**src/cache_tag_controller_two_modes_assert.svh**
```systemverilog
// Assertion macros shared by the cache tag controller modules
`ifndef CACHE_TAG_CONTROLLER_TWO_MODES_ASSERT_SVH
`define CACHE_TAG_CONTROLLER_TWO_MODES_ASSERT_SVH

`ifndef ASSERT_OFF
`define CTC_ASSERT_IMPLY(label, clock, resetn, ante, cons, msg) \
    label: assert property (@(posedge clock) disable iff (!resetn) (ante) |-> (cons)) \
        else $error(msg);
`define CTC_ASSERT_NEXT(label, clock, resetn, ante, cons, msg) \
    label: assert property (@(posedge clock) disable iff (!resetn) (ante) |=> (cons)) \
        else $error(msg);
`else
`define CTC_ASSERT_IMPLY(label, clock, resetn, ante, cons, msg)
`define CTC_ASSERT_NEXT(label, clock, resetn, ante, cons, msg)
`endif

`endif

```
**src/ctc_pkg.sv**
```systemverilog
// Types and constants of the cache tag controller
package ctc_pkg;

    localparam int ADDR_W       = 32;
    localparam int TAG_W        = 18;
    localparam int IDX_W        = 10;
    localparam int CNT_W        = 32;
    localparam int WAYS         = 2;
    localparam int SETS_DEFAULT = 1024;
    localparam int CMDQ_DEPTH   = 2;

    localparam int DM_TAG_LSB   = 14;
    localparam int DM_IDX_LSB   = 4;
    localparam int SA_TAG_LSB   = 16;
    localparam int SA_TAG_W     = 16;
    localparam int SA_IDX_LSB   = 6;

    localparam int PADDR_W      = 3;
    localparam int PDATA_W      = 32;
    localparam logic [PADDR_W-3:0] REG_MODE = 1'b0;

    localparam logic [CNT_W-1:0] CNT_MAX = '1;

    typedef enum logic {
        OP_LOAD  = 1'b0,
        OP_STORE = 1'b1
    } op_t;

    typedef enum logic {
        MODE_DIRECT  = 1'b0,
        MODE_TWO_WAY = 1'b1
    } mode_t;

    typedef struct packed {
        op_t               opcode;
        logic [ADDR_W-1:0] address;
    } request_t;

    typedef struct packed {
        logic             hit;
        logic             memory_write;
        logic [CNT_W-1:0] miss_total;
        logic [CNT_W-1:0] write_total;
    } result_t;

    typedef struct packed {
        op_t              op;
        mode_t            mode;
        logic [TAG_W-1:0] tag;
        logic [IDX_W-1:0] idx;
        logic [IDX_W-1:0] quot;
    } cmd_t;

    typedef struct packed {
        logic             valid;
        logic             dirty;
        logic [TAG_W-1:0] tag;
    } way_t;

    typedef struct packed {
        logic                 victim;
        way_t [WAYS-1:0]      ways;
    } row_t;

    localparam int ROW_BITS = $bits(row_t);

endpackage

```
**src/ctc_front.sv**
```systemverilog
// Front end: accept requests and split the address by mode
module ctc_front #(
    parameter int SETS = ctc_pkg::SETS_DEFAULT
) (
    input  logic              push,
    input  ctc_pkg::request_t request,
    output logic              full,
    input  ctc_pkg::mode_t    mode,
    input  logic              clearing,
    input  logic              cmdq_full,
    output logic              cmdq_push,
    output ctc_pkg::cmd_t     cmd
);

    import ctc_pkg::*;

    localparam int RECIP_SH = 2 * IDX_W;
    localparam int PROD_W   = RECIP_SH + IDX_W;
    localparam longint RECIP = (SETS >= (1 << IDX_W)) ? 0
                             : ((longint'(1) << RECIP_SH) + SETS - 1) / SETS;

    logic [IDX_W-1:0]  idx_raw;
    logic [PROD_W-1:0] prod;

    always_comb
    begin
        cmd.op   = request.opcode;
        cmd.mode = mode;
        unique case (mode)
            MODE_DIRECT:
            begin
                cmd.tag = request.address[DM_TAG_LSB +: TAG_W];
                idx_raw = request.address[DM_IDX_LSB +: IDX_W];
            end
            MODE_TWO_WAY:
            begin
                cmd.tag = TAG_W'(request.address[SA_TAG_LSB +: SA_TAG_W]);
                idx_raw = request.address[SA_IDX_LSB +: IDX_W];
            end
            default:
            begin
                cmd.tag = '0;
                idx_raw = '0;
            end
        endcase
        prod     = PROD_W'(idx_raw) * PROD_W'(RECIP);
        cmd.idx  = idx_raw;
        cmd.quot = prod[RECIP_SH +: IDX_W];
    end

    assign full      = cmdq_full || clearing;
    assign cmdq_push = push && !full;

endmodule

```
**config.mk**
```make
export PLATFORM = sky130hd
export DESIGN_NAME = ctc_front
export DESIGN_NICKNAME = d
export VERILOG_FILES = /design/src/cache_tag_controller_two_modes_assert.svh /design/src/ctc_pkg.sv /design/src/ctc_front.sv
export SDC_FILE = /design/constraint.sdc
export NUM_CORES = 1
export LEC_CHECK = 0
export ABC_AREA = 1
export BUFFER_PORTS_ARGS = -buffer_cell sky130_fd_sc_hd__buf_2
export CORE_MARGIN = 8
export CORE_UTILIZATION = 30
export DETAILED_ROUTE_END_ITERATION = 8
export GPL_ROUTABILITY_DRIVEN = 0
export PLACE_DENSITY = 0.89
export REMOVE_ABC_BUFFERS = 1
export SYNTH_ARGS = -nofsm -noshare
export SYNTH_HDL_FRONTEND = slang
export SYNTH_SLANG_ARGS = --single-unit
```
**constraint.sdc**
```tcl
create_clock -name vclk -period 0.8
set_input_delay 0.08 -clock vclk [all_inputs]
set_output_delay 0.08 -clock vclk [all_outputs]
set_load 0.02 [all_outputs]
```
==> run_results.csv <==
group,metric,value,unit
worst_setup_path,crit_path_frequent_cell,"nand2_1",
power,intPower,234,uW
cts,hold_buffers,0,
worst_setup_path,cp_data_arrival_time,0.69,ns
logic_synthesis,postSynthAreaPerCell,4.58,um^2
finish,seq_cell_count,0,
finish,antenna_cells,0,
route,wl_per_cell,10.4,um
power,peakVddDrop,0.388,mV
power,pwr-share-seq,0,%
route,drcViolationCount,0,
power,power.switching,376,uW
logic_synthesis,yosysSeqAreaShare,0,%
worst_setup_path,cp_slowest_stage_delay,0.15,ns
timing,maxSlewViolCount,0,
place,io_buffer_count,63,
worst_setup_path,cp_cell_sequence,"buf_4 > inv_4 > clkbuf_16 > nand2_1 > nand2_1 > buf_2",
route,vias,743,
timing,period_minus_slack,0.766,ns
finish,fin_area,803,um^2
hold_path,holdPathStages,0,
global_route,grt.total_usage,9.71,%
logic_synthesis,synth_area,485,um^2
place,placed_area,743,um^2
route,antenna_left,0,
timing,min_period_over_period,95.8,%
logic_synthesis,synth_top_area_share,59.5,%
outcome,status,"completed",
route,wirelength,1880,um
floorplanning,die_width,56.2,um
power,p_total,609,uW
finish,seq_area,0,um^2
finish,final_nets,204,
logic_synthesis,yosysWarnings,0,
floorplanning,placeableCoreArea,1510,um^2
power,power_frac_comb,100.0,%
worst_setup_path,start_kind,"input pin",
floorplanning,ios,79,
worst_setup_path,timing.critical_path.buf_inv,4,
finish,fillers,178,
hold_path,worstHoldPathType,"in2out",
place,place_hpwl,1550,um
timing,setup_violations,0,
global_route,grt_pass1_wl,2790,um
worst_setup_path,criticalPathCategory,"in2out",
logic_synthesis,yosys-top-cells-area,"nand2_1 (60%), buf_4 (22%), buf_8 (6.2%), inv_1 (3.9%), nand2_2 (2.6%)",
power,p_clk_share,0,%
global_route,grt_max_degree,27,
power,p_leak,0.000598,uW
logic_synthesis,synth.distinct_cells,9,
finish,layout-drive-gt1-share,42.4,%
worst_setup_path,cp_max_fo,13,
logic_synthesis,yosysTopAreaCell,"nand2_1",
power,p_per_area,759,nW/um^2
route,first_pass_iters,2,
worst_setup_path,end_kind,"output port",
finish,clkbuf_count,0,
finish,multi_input_area,350,um^2
global_route,grt_pass1_vias,668,
global_route,grt.overflow.total,0,
floorplanning,die_y,56.2,um
finish,syn_to_final_growth,65.5,%
floorplanning,start_util,32.2,%
floorplanning,rows,14,
power,power.share.switching,61.6,%
route,drt-initial-drc-count,6,
job,max-cap-violations,0,
floorplanning,die_area,3160,um^2
timing,hold_viol_final,0,
worst_setup_path,cp_data_required_time,0.72,ns
global_route,antenna_found_initial,0,
hold_path,worstHoldStart,"request[32]",
route,viasPerCell,4.10,
worst_setup_path,crit_family,"buffers and inverters",
hold_path,hold-path-endpoint,"cmd[39]",
worst_setup_path,cp_slowest_cell,"clkbuf_16",
timing,timing.fmax,1.31,GHz
logic_synthesis,syn_inst,106,
repair_timing:
action | in CTS | in global routing
buffers inserted | 0 | 0
setup endpoints to repair | 0 | 13
hold endpoints to repair | 0 | 0
gates resized for setup | 0 | 12
kinds of logic after synthesis:
logic type | synth area share (%)
AND/OR/NAND/NOR | 64.4
other | 0.772
buffers and inverters | 34.8
Yosys cell counts:
master,instances
buf_8,2
inv_1,5
conb_1,1
buf_6,1
nand2_1,77
buf_4,14
nand2_2,2
inv_2,1
nor2_1,3
power groups by stage:
stage          Sequential, uW  Clock [uW]  Combinational [uW]
2_1_floorplan               0           0                 310
3_3_place_gp                0           0                 563
3_5_place_dp                0           0                 569
4_1_cts                     0           0                 570
5_1_grt                     0           0                 666
6_report                    0           0                 609
cell usage in the layout (no fill, tap or decap):
master     instances
nand2_1           77
buf_4              5
buf_12             1
nand2_2            2
conb_1            10
inv_1              5
buf_6              4
inv_4              1
nor2_1             3
clkbuf_16          1
buf_2             56
routing by layer:
layer | wire (um) | track usage (%) | vias up
li1 | - | - | 406
met1 | 710 | 9.76 | 300
met2 | 952 | 18.1 | 37
met3 | 212 | 5.25 | 0
met4 | 0 | 0 | 0
met5 | 0 | 0 | -
per-stage QoR:
stage                     TNS [ns]  util (%)  worst slack, ns  hold WS [ns]  std cells
after floorplan                  0         -            0.132         0.160         98
after global placement           0      49.3           0.0424         0.160        180
after detailed placement         0      49.3           0.0356         0.160        180
after CTS                        0      49.3           0.0365         0.160        180
after global routing       -0.0147      53.3          -0.0119         0.160        181
final                            0      53.3           0.0337         0.160        181
cell type report:
| class | count | area share [%] |
|---|---|---|
| inverters | 6 | 3.12 |
| multi-input cells | 92 | 43.6 |
| well taps | 16 | 2.49 |
| repair buffers | 67 | 50.8 |
worst max path at each step:
| stage | to | slack, ns | from | cells after the start |
|---|---|---|---|---|
| final | cmd[17] | 0.03 | mode | 6 |
| after CTS | cmd[22] | 0.04 | mode | 6 |
| after global routing | cmd[24] | -0.01 | mode | 6 |
| after floorplan | cmdq_push | 0.13 | cmdq_full | 3 |
| after detailed placement | cmd[22] | 0.04 | mode | 6 |
| after global placement | cmd[24] | 0.04 | mode | 6 |
Power figures use the tool's default switching activity.
