## config.mk

```make
export PLATFORM = sky130hd
export DESIGN_NAME = ctc_cmd_fifo
export DESIGN_NICKNAME = d
export VERILOG_FILES = /design/src/ctc_pkg.sv /design/src/ctc_cmd_fifo.sv
export VERILOG_INCLUDE_DIRS = /design/src /design/src/src
export SDC_FILE = /design/constraint.sdc
export NUM_CORES = 1
export LEC_CHECK = 0
export ABC_AREA = 1
export BUFFER_PORTS_ARGS = -buffer_cell sky130_fd_sc_hd__buf_2
export CORE_MARGIN = 2
export CORE_UTILIZATION = 40
export DETAILED_ROUTE_END_ITERATION = 8
export SKIP_CTS_REPAIR_TIMING = 1
export SLEW_MARGIN = 0
export SYNTH_ARGS = -nofsm -noshare
export SYNTH_HDL_FRONTEND = slang
export SYNTH_SLANG_ARGS = --single-unit
```

## constraint.sdc

```tcl
create_clock -name clk -period 3.2 [get_ports clk]
set_clock_uncertainty 0.15 [all_clocks]
set_input_delay 0.32 -clock clk [delete_from_list [all_inputs] [get_ports clk]]
set_output_delay 0.32 -clock clk [all_outputs]
set_load 0.05 [all_outputs]
```

## src/cache_tag_controller_two_modes_assert.svh

```systemverilog
// Assertion macros shared by the cache tag controller modules
`ifndef CACHE_TAG_CONTROLLER_TWO_MODES_ASSERT_SVH
`define CACHE_TAG_CONTROLLER_TWO_MODES_ASSERT_SVH

`ifndef ASSERT_OFF
`define CTC_ASSERT_IMPLY(label, clock, resetn, ante, cons, msg) \
    label: assert property (@(posedge clock) disable iff (!resetn) (ante) |-> (cons)) \
        else $error(msg);
`define CTC_ASSERT_NEXT(label, clock, resetn, ante, cons, msg) \
    label: assert property (@(posedge clock) disable iff (!resetn) (ante) |=> (cons)) \
        else $error(msg);
`else
`define CTC_ASSERT_IMPLY(label, clock, resetn, ante, cons, msg)
`define CTC_ASSERT_NEXT(label, clock, resetn, ante, cons, msg)
`endif

`endif

```

## src/ctc_pkg.sv

```systemverilog
// Types and constants of the cache tag controller
package ctc_pkg;

    localparam int ADDR_W       = 32;
    localparam int TAG_W        = 18;
    localparam int IDX_W        = 10;
    localparam int CNT_W        = 32;
    localparam int WAYS         = 2;
    localparam int SETS_DEFAULT = 1024;
    localparam int CMDQ_DEPTH   = 2;

    localparam int DM_TAG_LSB   = 14;
    localparam int DM_IDX_LSB   = 4;
    localparam int SA_TAG_LSB   = 16;
    localparam int SA_TAG_W     = 16;
    localparam int SA_IDX_LSB   = 6;

    localparam int PADDR_W      = 3;
    localparam int PDATA_W      = 32;
    localparam logic [PADDR_W-3:0] REG_MODE = 1'b0;

    localparam logic [CNT_W-1:0] CNT_MAX = '1;

    typedef enum logic {
        OP_LOAD  = 1'b0,
        OP_STORE = 1'b1
    } op_t;

    typedef enum logic {
        MODE_DIRECT  = 1'b0,
        MODE_TWO_WAY = 1'b1
    } mode_t;

    typedef struct packed {
        op_t               opcode;
        logic [ADDR_W-1:0] address;
    } request_t;

    typedef struct packed {
        logic             hit;
        logic             memory_write;
        logic [CNT_W-1:0] miss_total;
        logic [CNT_W-1:0] write_total;
    } result_t;

    typedef struct packed {
        op_t              op;
        mode_t            mode;
        logic [TAG_W-1:0] tag;
        logic [IDX_W-1:0] idx;
        logic [IDX_W-1:0] quot;
    } cmd_t;

    typedef struct packed {
        logic             valid;
        logic             dirty;
        logic [TAG_W-1:0] tag;
    } way_t;

    typedef struct packed {
        logic                 victim;
        way_t [WAYS-1:0]      ways;
    } row_t;

    localparam int ROW_BITS = $bits(row_t);

endpackage

```

## src/ctc_cmd_fifo.sv

```systemverilog
// Short command queue between front end and back end
`include "cache_tag_controller_two_modes_assert.svh"

module ctc_cmd_fifo #(
    parameter int DEPTH = ctc_pkg::CMDQ_DEPTH
) (
    input  logic          clk,
    input  logic          rst_n,
    input  logic          push,
    input  ctc_pkg::cmd_t cmd_in,
    output logic          full,
    output logic          valid,
    input  logic          pop,
    output ctc_pkg::cmd_t cmd_out
);

    import ctc_pkg::*;

    localparam int PTR_W = $clog2(DEPTH);
    localparam int CNT_W_Q = PTR_W + 1;
    localparam logic [PTR_W-1:0] LAST = PTR_W'(DEPTH - 1);

    cmd_t                entry_reg [DEPTH];
    logic [PTR_W-1:0]    wr_ptr_reg;
    logic [PTR_W-1:0]    wr_ptr_next;
    logic [PTR_W-1:0]    rd_ptr_reg;
    logic [PTR_W-1:0]    rd_ptr_next;
    logic [CNT_W_Q-1:0]  count_reg;
    logic [CNT_W_Q-1:0]  count_next;

    always_comb
    begin
        wr_ptr_next = wr_ptr_reg;
        rd_ptr_next = rd_ptr_reg;
        count_next  = count_reg;
        if (push)
        begin
            wr_ptr_next = (wr_ptr_reg == LAST) ? '0 : wr_ptr_reg + 1'b1;
        end
        if (pop)
        begin
            rd_ptr_next = (rd_ptr_reg == LAST) ? '0 : rd_ptr_reg + 1'b1;
        end
        if (push && !pop)
        begin
            count_next = count_reg + 1'b1;
        end
        else if (pop && !push)
        begin
            count_next = count_reg - 1'b1;
        end
    end

    always_ff @(posedge clk or negedge rst_n)
    begin
        if (!rst_n)
        begin
            wr_ptr_reg <= '0;
            rd_ptr_reg <= '0;
            count_reg  <= '0;
        end
        else
        begin
            wr_ptr_reg <= wr_ptr_next;
            rd_ptr_reg <= rd_ptr_next;
            count_reg  <= count_next;
        end
    end

    always_ff @(posedge clk)
    begin
        if (push)
        begin
            entry_reg[wr_ptr_reg] <= cmd_in;
        end
    end

    assign full    = (count_reg == CNT_W_Q'(DEPTH));
    assign valid   = (count_reg != '0);
    assign cmd_out = entry_reg[rd_ptr_reg];

    `CTC_ASSERT_IMPLY(a_no_overflow, clk, rst_n, push, count_reg != CNT_W_Q'(DEPTH), "push into full command queue")
    `CTC_ASSERT_IMPLY(a_no_underflow, clk, rst_n, pop, count_reg != '0, "pop from empty command queue")

endmodule

```

==> flow_results.xml, run 1 <==
<?xml version="1.0" encoding="UTF-8"?>
<metrics>
  <group name="setup_path">
    <metric name="crit_slowest_cell" unit="">sky130_fd_sc_hd__dfrtp_2</metric>
    <metric name="crit_path_max_incr_delay" unit="ns">0.78</metric>
    <metric name="crit_buf_inv" unit="">2</metric>
    <metric name="worst-setup-path-type" unit="">reg -&gt; out</metric>
    <metric name="critical_path.endpoint_type" unit="">output pin</metric>
    <metric name="required_time_of_the_critical_path" unit="ns">2.73</metric>
    <metric name="setup.worst_path.start_class" unit="">register</metric>
    <metric name="critical-path-top-delay-family" unit="">flip-flops</metric>
    <metric name="timing.critical_path.arrival" unit="ns">2.00</metric>
    <metric name="path_cells" unit="">buf_12 -&gt; mux2_2 -&gt; buf_2</metric>
    <metric name="critical_path_peak_fanout" unit="">23</metric>
  </group>
  <group name="timing">
    <metric name="timing.final.setup_violations" unit="">0</metric>
    <metric name="finalCriticalPeriod" unit="ns">2.47</metric>
    <metric name="timing_hold_violations_final" unit="">0</metric>
    <metric name="highest_attainable_clock_frequency" unit="MHz">405</metric>
    <metric name="slew_violations" unit="">0</metric>
    <metric name="max_slew_margin" unit="%">39.2</metric>
    <metric name="worst-slew-pin-transition" unit="ns">0.910</metric>
    <metric name="rsz0062_at_grt" unit="">no</metric>
    <metric name="setup_tns" unit="ns">0</metric>
    <metric name="min_period_over_period" unit="%">77.1</metric>
  </group>
  <group name="die">
    <metric name="core_area" unit="um^2">8090</metric>
    <metric name="rows" unit="">33</metric>
    <metric name="initial_utilization" unit="%">40.7</metric>
    <metric name="die_w" unit="um">94.8</metric>
    <metric name="design.portCount" unit="">86</metric>
    <metric name="chipHeight" unit="um">94.8</metric>
    <metric name="fp.dieArea" unit="um^2">8980</metric>
  </group>
  <group name="route">
    <metric name="route.detailed.drc" unit="">0</metric>
    <metric name="topRoutingLayerUsed" unit="">met4</metric>
    <metric name="drt_first_pass_iters" unit="">4</metric>
    <metric name="drt_via_density" unit="">4.44</metric>
    <metric name="antenna_violating_nets_post_route" unit="">0</metric>
    <metric name="dr_wl_met3" unit="um">400</metric>
    <metric name="wire_length_on_met1" unit="um">2150</metric>
    <metric name="dr.first_iter.drc_count" unit="">66</metric>
    <metric name="wl_per_cell" unit="um">14.4</metric>
    <metric name="wirelength" unit="um">5190</metric>
    <metric name="dr_total_vias" unit="">1604</metric>
    <metric name="wl_met2" unit="um">2550</metric>
  </group>
  <group name="power">
    <metric name="power-per-cell-area" unit="nW/um^2">983</metric>
    <metric name="clock_power_share" unit="%">15.6</metric>
    <metric name="ir_worst_vdd" unit="V">0.000457</metric>
    <metric name="swShare" unit="%">41.5</metric>
    <metric name="p_leak" unit="nW">1.67</metric>
    <metric name="power_frac_comb" unit="%">44.3</metric>
    <metric name="seqPwrFrac" unit="%">40.1</metric>
    <metric name="p_int" unit="mW">2.32</metric>
    <metric name="design_power_total" unit="mW">3.97</metric>
    <metric name="netSwitchingPower" unit="mW">1.65</metric>
  </group>
  <group name="finish">
    <metric name="flip_flop_count_of_the_largest_register_after_layout" unit="">80</metric>
    <metric name="final_cell_mix" unit="">sky130_fd_sc_hd__buf_2, sky130_fd_sc_hd__edfxtp_1, sky130_fd_sc_hd__mux2_4</metric>
    <metric name="nFillCells" unit="">716</metric>
    <metric name="num_antenna_cells" unit="">0</metric>
    <metric name="finalNonFillerCells" unit="">361</metric>
    <metric name="finish.net_count" unit="">296</metric>
    <metric name="layout_commonest_cell" unit="">sky130_fd_sc_hd__buf_2</metric>
    <metric name="synthToLayoutAreaGrowth" unit="%">22.5</metric>
    <metric name="layout-drive-gt1-share" unit="%">55.9</metric>
  </group>
  <group name="placement">
    <metric name="dp_hpwl" unit="um">3370</metric>
    <metric name="dp.cells" unit="">337</metric>
    <metric name="globalplace.congestion" unit="">0.656</metric>
    <metric name="placement.io_buffers" unit="">85</metric>
  </group>
  <group name="synthesis">
    <metric name="ys_seq_elements" unit="">84</metric>
    <metric name="post_synth_design_cell_area" unit="um^2">3300</metric>
    <metric name="synth_nets" unit="">195</metric>
    <metric name="library_cells_used_by_synthesis" unit="">14</metric>
    <metric name="postSynthAreaPerCell" unit="um^2">22.0</metric>
    <metric name="syn-instance-count" unit="">150</metric>
    <metric name="synth.yosys.warnings" unit="">0</metric>
    <metric name="yosysSeqAreaShare" unit="%">75.9</metric>
  </group>
  <group name="global_routing">
    <metric name="initial_antenna_violation_count" unit="">0</metric>
    <metric name="grt_overflow" unit="">0</metric>
    <metric name="maximum_number_of_pins_on_one_net_before_global_route_repair" unit="">41</metric>
    <metric name="track_usage" unit="%">11.6</metric>
    <metric name="first_pass_grt_wire_length" unit="um">7580</metric>
    <metric name="vias_in_the_first_global_route" unit="">1558</metric>
  </group>
  <group name="cts">
    <metric name="cts_num_sinks" unit="">84</metric>
    <metric name="cts_root_buf" unit="">sky130_fd_sc_hd__clkbuf_8</metric>
    <metric name="clockBufferDepth" unit="">2</metric>
    <metric name="tritoncts_clock_tree" unit="">done</metric>
    <metric name="h-tree-depth" unit="">3</metric>
    <metric name="clk-insertion-delay-late" unit="ns">0.34</metric>
    <metric name="worst_setup_hold_path_clk_slew" unit="ns">0.08</metric>
    <metric name="cts_inserted_buffers" unit="">9</metric>
  </group>
  <group name="status">
    <metric name="outcome" unit="">finished clean</metric>
  </group>
  <group name="min_path">
    <metric name="timing.hold.worst.class" unit="">in -&gt; reg</metric>
  </group>
  <group name="run">
    <metric name="maxCapViolations" unit="">0</metric>
  </group>
</metrics>
-- stage by stage --
stage	hold slack, ns	utilization, %	area [um^2]	setup WS [ns]
6_report	0.0120	49.9	4040	0.732
5_1_grt	0.000731	49.9	4040	0.627
4_1_cts	-0.396	48.9	3960	0.686
3_5_place_dp	-0.0172	46.9	3800	1.08
3_3_place_gp	-0.0181	46.9	3800	1.08
2_1_floorplan	-0.126	-	3300	0.516
-- cell type report --
cell class	count	area, um^2	share of cell area (%)
clock inverter	6	31.3	0.775
clock buffer	10	128	3.16
timing repair buffer	95	533	13.2
inverter	7	26.3	0.651
tap	105	131	3.25
multi-input combinational	54	684	17.0
sequential	84	2500	62.0
-- logic make-up (layout without fill, tap and decap cells) --
kind of cell  after synthesis  count (layout)  share of synthesized area, %
fa+ha+maj                   1               1                         0.379
buf+inv                    12             118                          3.57
simple gates               10              10                          1.25
xor+xnor                    3               3                         0.797
mux                        40              40                          18.1
flops                      84              84                          75.9
-- Yosys cell counts --
cell type | count | area share (%)
sky130_fd_sc_hd__edfxtp_1 | 80 | 73
sky130_fd_sc_hd__nand3_1 | 1 | 0.15
sky130_fd_sc_hd__nand4_1 | 1 | 0.19
sky130_fd_sc_hd__nor2_1 | 2 | 0.23
sky130_fd_sc_hd__nand2_1 | 6 | 0.68
sky130_fd_sc_hd__buf_6 | 1 | 0.34
sky130_fd_sc_hd__buf_12 | 4 | 2.4
sky130_fd_sc_hd__mux2_2 | 1 | 0.34
sky130_fd_sc_hd__dfrtp_1 | 4 | 3.0
sky130_fd_sc_hd__ha_1 | 1 | 0.38
sky130_fd_sc_hd__mux2_4 | 39 | 18
sky130_fd_sc_hd__xor2_1 | 2 | 0.53
sky130_fd_sc_hd__inv_1 | 7 | 0.80
sky130_fd_sc_hd__xnor2_1 | 1 | 0.27
-- metal layers --
layer | global-route usage, % | vias to the layer above
met2 | 18.6 | 57
li1 | - | 773
met5 | 0 | -
met3 | 3.75 | 10
met4 | 6.52 | 0
met1 | 14.0 | 764
-- path summary, 6_finish.rpt --
path	from	cells after the start	slack (ns)	endpoint
setup reg to reg	wr_ptr_reg	2	1.47	entry_reg[0][3]
setup / recovery	rd_ptr_reg	3	0.73	cmd_out[19]
hold / removal	pop	2	0.01	rd_ptr_reg
min in group asynchronous	rst_n	2	0.16	count_reg[1]
hold reg to reg	count_reg[1]	2	0.33	count_reg[1]
max in group asynchronous	rst_n	2	2.61	rd_ptr_reg
-- power by group through the flow --
stage / sequential (mW) / clock [mW] / combinational (mW)
floorplan: 1.54 / 0 / 1.61
global placement: 1.61 / 0 / 1.77
detailed placement: 1.62 / 0 / 1.77
CTS: 1.60 / 0.642 / 1.77
global route: 1.62 / 0.686 / 1.85
finish: 1.59 / 0.619 / 1.76
-- worst register-to-register path, stage by stage, from the launching register on --
cell and delay, ns:
sky130_fd_sc_hd__dfrtp_1 0.44, sky130_fd_sc_hd__nor2_4 0.34, sky130_fd_sc_hd__buf_4 0.44
Power figures use the tool's default switching activity.
==> run 2, diff against run 1 <==
--- a/config.mk
+++ b/config.mk
@@ -6,11 +6,12 @@
 export SDC_FILE = /design/constraint.sdc
 export NUM_CORES = 1
 export LEC_CHECK = 0
-export ABC_AREA = 1
+export ABC_AREA = 0
 export BUFFER_PORTS_ARGS = -buffer_cell sky130_fd_sc_hd__buf_2
 export CORE_MARGIN = 2
 export CORE_UTILIZATION = 40
 export DETAILED_ROUTE_END_ITERATION = 8
+export PLACE_DENSITY = 0.66
 export SKIP_CTS_REPAIR_TIMING = 1
 export SLEW_MARGIN = 0
 export SYNTH_ARGS = -nofsm -noshare
==> constraint.sdc (replaced) <==
create_clock -name clk -period 2 [get_ports clk]
set_clock_uncertainty 0.15 [all_clocks]
set_input_delay 0.2 -clock clk [delete_from_list [all_inputs] [get_ports clk]]
set_output_delay 0.2 -clock clk [all_outputs]
set_load 0.05 [all_outputs]
==> run 2 against run 1 <==
  * Global-route usage rose by 0.40 points
  * Setup slack worse by 0.61 ns
  * Via count rose by 7.9%
  * Clock power up 81%
  * Wire length is 5.4% higher
  * First-iteration DRC count shrank 18%
  * Cell count up 8.3%
  * Critical endpoint unchanged
  * Hold slack gained 0.019 ns
  * Sequential power is 55% higher
  * Largest power group unchanged
  * Sequential share of layout area down 5.6 points
  * Sequential cell count is the same
  * Total power increased by 66%
==> flow_results.xml, run 2 <==
<?xml version="1.0" encoding="UTF-8"?>
<metrics>
  <group name="status">
    <metric name="outcome" unit="">finished clean</metric>
  </group>
  <group name="timing">
    <metric name="finalCriticalPeriod" unit="ns">1.87</metric>
    <metric name="worst-slew-pin-transition" unit="ns">0.382</metric>
    <metric name="timing_hold_violations_final" unit="">0</metric>
    <metric name="max_slew_margin" unit="%">74.5</metric>
    <metric name="slew_violations" unit="">0</metric>
    <metric name="timing.final.setup_violations" unit="">0</metric>
    <metric name="setup_tns" unit="ns">0</metric>
    <metric name="min_period_over_period" unit="%">93.7</metric>
    <metric name="rsz0062_at_grt" unit="">no</metric>
    <metric name="highest_attainable_clock_frequency" unit="MHz">534</metric>
    <metric name="fin_hold_ws" unit="ns">0.0308</metric>
  </group>
  <group name="placement">
    <metric name="dp_hpwl" unit="um">3430</metric>
    <metric name="globalplace.congestion" unit="">0.592</metric>
    <metric name="placement.io_buffers" unit="">85</metric>
  </group>
  <group name="cts">
    <metric name="h-tree-depth" unit="">3</metric>
    <metric name="tritoncts_clock_tree" unit="">done</metric>
    <metric name="worst_setup_hold_path_clk_slew" unit="ns">0.07</metric>
    <metric name="cts_root_buf" unit="">sky130_fd_sc_hd__clkbuf_8</metric>
    <metric name="cts_num_sinks" unit="">84</metric>
    <metric name="clk-insertion-delay-late" unit="ns">0.34</metric>
    <metric name="cts_inserted_buffers" unit="">9</metric>
    <metric name="clockBufferDepth" unit="">2</metric>
  </group>
  <group name="route">
    <metric name="antenna_violating_nets_post_route" unit="">0</metric>
    <metric name="route.detailed.drc" unit="">0</metric>
    <metric name="drt_via_density" unit="">4.43</metric>
    <metric name="drt_first_pass_iters" unit="">4</metric>
    <metric name="dr_total_vias" unit="">1731</metric>
    <metric name="wl_per_cell" unit="um">14.0</metric>
    <metric name="dr.first_iter.drc_count" unit="">54</metric>
    <metric name="wirelength" unit="um">5470</metric>
  </group>
  <group name="finish">
    <metric name="nFillCells" unit="">668</metric>
    <metric name="flip_flop_count_of_the_largest_register_after_layout" unit="">80</metric>
    <metric name="layout_commonest_cell" unit="">sky130_fd_sc_hd__buf_2</metric>
    <metric name="ff_latch_area" unit="um^2">2500</metric>
    <metric name="final_cell_mix" unit="">sky130_fd_sc_hd__buf_2, sky130_fd_sc_hd__edfxtp_1, sky130_fd_sc_hd__dlygate4sd3_1</metric>
    <metric name="multi_input_comb_area" unit="um^2">691</metric>
    <metric name="synthToLayoutAreaGrowth" unit="%">35.4</metric>
    <metric name="num_antenna_cells" unit="">0</metric>
    <metric name="layout-drive-gt1-share" unit="%">52.1</metric>
    <metric name="finish.net_count" unit="">326</metric>
  </group>
  <group name="synthesis">
    <metric name="synth.yosys.warnings" unit="">0</metric>
    <metric name="number_of_enable_type_register_cells_in_the_synthesized_netlist" unit="">80</metric>
    <metric name="yosysSeqAreaShare" unit="%">76.3</metric>
    <metric name="postSynthAreaPerCell" unit="um^2">23.3</metric>
    <metric name="ys_seq_elements" unit="">84</metric>
    <metric name="syn-instance-count" unit="">141</metric>
    <metric name="synth_top_cells_by_count" unit="">sky130_fd_sc_hd__edfxtp_1, sky130_fd_sc_hd__mux2_4, sky130_fd_sc_hd__buf_12, sky130_fd_sc_hd__dfrtp_1, sky130_fd_sc_hd__xor2_1</metric>
    <metric name="synth_nets" unit="">186</metric>
    <metric name="post_synth_design_cell_area" unit="um^2">3280</metric>
    <metric name="post_synth_main_area_contributors" unit="">sky130_fd_sc_hd__edfxtp_1, sky130_fd_sc_hd__mux2_4, sky130_fd_sc_hd__dfrtp_1</metric>
    <metric name="synth_top_family_by_area" unit="">multiplexers</metric>
    <metric name="netlist.top_cell.by_area" unit="">sky130_fd_sc_hd__edfxtp_1</metric>
    <metric name="synth.top_cell.area_share" unit="%">73.3</metric>
    <metric name="synth_flop_cell" unit="">sky130_fd_sc_hd__edfxtp_1</metric>
    <metric name="synth_compound_area_share" unit="%">0</metric>
    <metric name="synth_most_common_cell" unit="">sky130_fd_sc_hd__edfxtp_1</metric>
    <metric name="synth-adder-area-share" unit="%">0.382</metric>
    <metric name="library_cells_used_by_synthesis" unit="">14</metric>
    <metric name="muxShareOfSynthArea" unit="%">18.2</metric>
    <metric name="async_flop_share" unit="%">4.76</metric>
    <metric name="post_synth_and_or_nand_nor_area_fraction" unit="%">0.878</metric>
    <metric name="synthXorXnorAreaFrac" unit="%">1.34</metric>
  </group>
  <group name="setup_path">
    <metric name="critical_path.endpoint_type" unit="">output pin</metric>
    <metric name="logic_depth_of_the_worst_register_to_register_path" unit="">2</metric>
    <metric name="setup.worst_path.start_class" unit="">register</metric>
    <metric name="required_time_of_the_critical_path" unit="ns">1.65</metric>
    <metric name="timing.critical_path.arrival" unit="ns">1.52</metric>
    <metric name="worst-setup-path-type" unit="">reg -&gt; out</metric>
    <metric name="critical_path_peak_fanout" unit="">20</metric>
  </group>
  <group name="global_routing">
    <metric name="grt_overflow" unit="">0</metric>
    <metric name="maximum_number_of_pins_on_one_net_before_global_route_repair" unit="">28</metric>
    <metric name="track_usage" unit="%">12.0</metric>
    <metric name="vias_in_the_first_global_route" unit="">1607</metric>
    <metric name="first_pass_grt_wire_length" unit="um">7650</metric>
    <metric name="initial_antenna_violation_count" unit="">0</metric>
  </group>
  <group name="min_path">
    <metric name="timing.hold.worst.class" unit="">in -&gt; async</metric>
  </group>
  <group name="die">
    <metric name="chipHeight" unit="um">94.5</metric>
    <metric name="design.portCount" unit="">86</metric>
    <metric name="rows" unit="">33</metric>
    <metric name="fp.dieArea" unit="um^2">8940</metric>
    <metric name="core_area" unit="um^2">8090</metric>
    <metric name="die_w" unit="um">94.5</metric>
    <metric name="initial_utilization" unit="%">40.5</metric>
  </group>
  <group name="run">
    <metric name="maxCapViolations" unit="">0</metric>
  </group>
  <group name="power">
    <metric name="design_power_total" unit="mW">6.60</metric>
    <metric name="p_int" unit="mW">3.96</metric>
    <metric name="netSwitchingPower" unit="mW">2.64</metric>
    <metric name="p_leak" unit="nW">1.82</metric>
    <metric name="seqPwrFrac" unit="%">37.3</metric>
    <metric name="power_frac_comb" unit="%">45.8</metric>
    <metric name="clock_power_share" unit="%">16.9</metric>
    <metric name="swShare" unit="%">40.0</metric>
    <metric name="ir_worst_vdd" unit="V">0.000916</metric>
    <metric name="power-per-cell-area" unit="nW/um^2">1490</metric>
  </group>
</metrics>
## run 2: stage by stage
stage / utilization [%] / std cells / area [um^2] / worst slack, ns
2_1_floorplan: - / 141 / 3290 / 0.0501
3_3_place_gp: 47.3 / 332 / 3820 / 0.489
3_5_place_dp: 47.3 / 332 / 3820 / 0.483
4_1_cts: 49.5 / 348 / 4010 / 0.102
5_1_grt: 54.9 / 391 / 4440 / 0.0786
6_report: 54.9 / 391 / 4440 / 0.126
## run 2: worst paths after layout
check,startpoint,end,slack [ns]
worst max-delay path,rd_ptr_reg,cmd_out[19],0.13
worst min register to register,count_reg[1],count_reg[1],0.34
min in group clk,count_reg[1],count_reg[1],0.34
worst min-delay path,rst_n,count_reg[1],0.03
max in group asynchronous,rst_n,rd_ptr_reg,1.53
worst max register to register,wr_ptr_reg,entry_reg[1][30],0.56
## run 2: cell type report
type                       count  area share (%)
clock buffer                  11            2.96
clock inverter                 5            1.18
inverter                       1          0.0846
multi-input combinational     51            15.6
sequential                    84            56.4
tap                          105            2.96
timing repair buffer         134            20.9
## run 2: logic make-up (layout without fill, tap and decap cells)
logic type	count (synthesis)	in the layout
DFF	84	84
xor gates and xnor gates	5	5
and+or+nand+nor	5	5
adders and majority gates	1	1
buffers and inverters	6	151
muxes	40	40
## run 2: critical path, cell delays in order (launching register included)
cell	delay, ns
sky130_fd_sc_hd__dfrtp_2	0.41
sky130_fd_sc_hd__buf_12	0.21
sky130_fd_sc_hd__mux2_2	0.35
sky130_fd_sc_hd__buf_2	0.21
## run 2: routing by layer
metal  wire length (um)  GRT usage (%)  vias to the layer above
met5                  0              0                        -
met4                 86           6.88                        0
met3                351           4.39                        8
met2               2670           18.6                       66
met1               2370           14.6                      832
li1                   -              -                      825
## run 2: power groups by stage
stage / clock network [mW] / logic [mW] / registers [mW]
floorplan: 0 / 2.57 / 2.47
global placement: 0 / 2.98 / 2.48
detailed placement: 0 / 2.99 / 2.50
CTS: 1.17 / 3.00 / 2.46
global route: 1.24 / 3.17 / 2.49
finish: 1.12 / 3.02 / 2.46
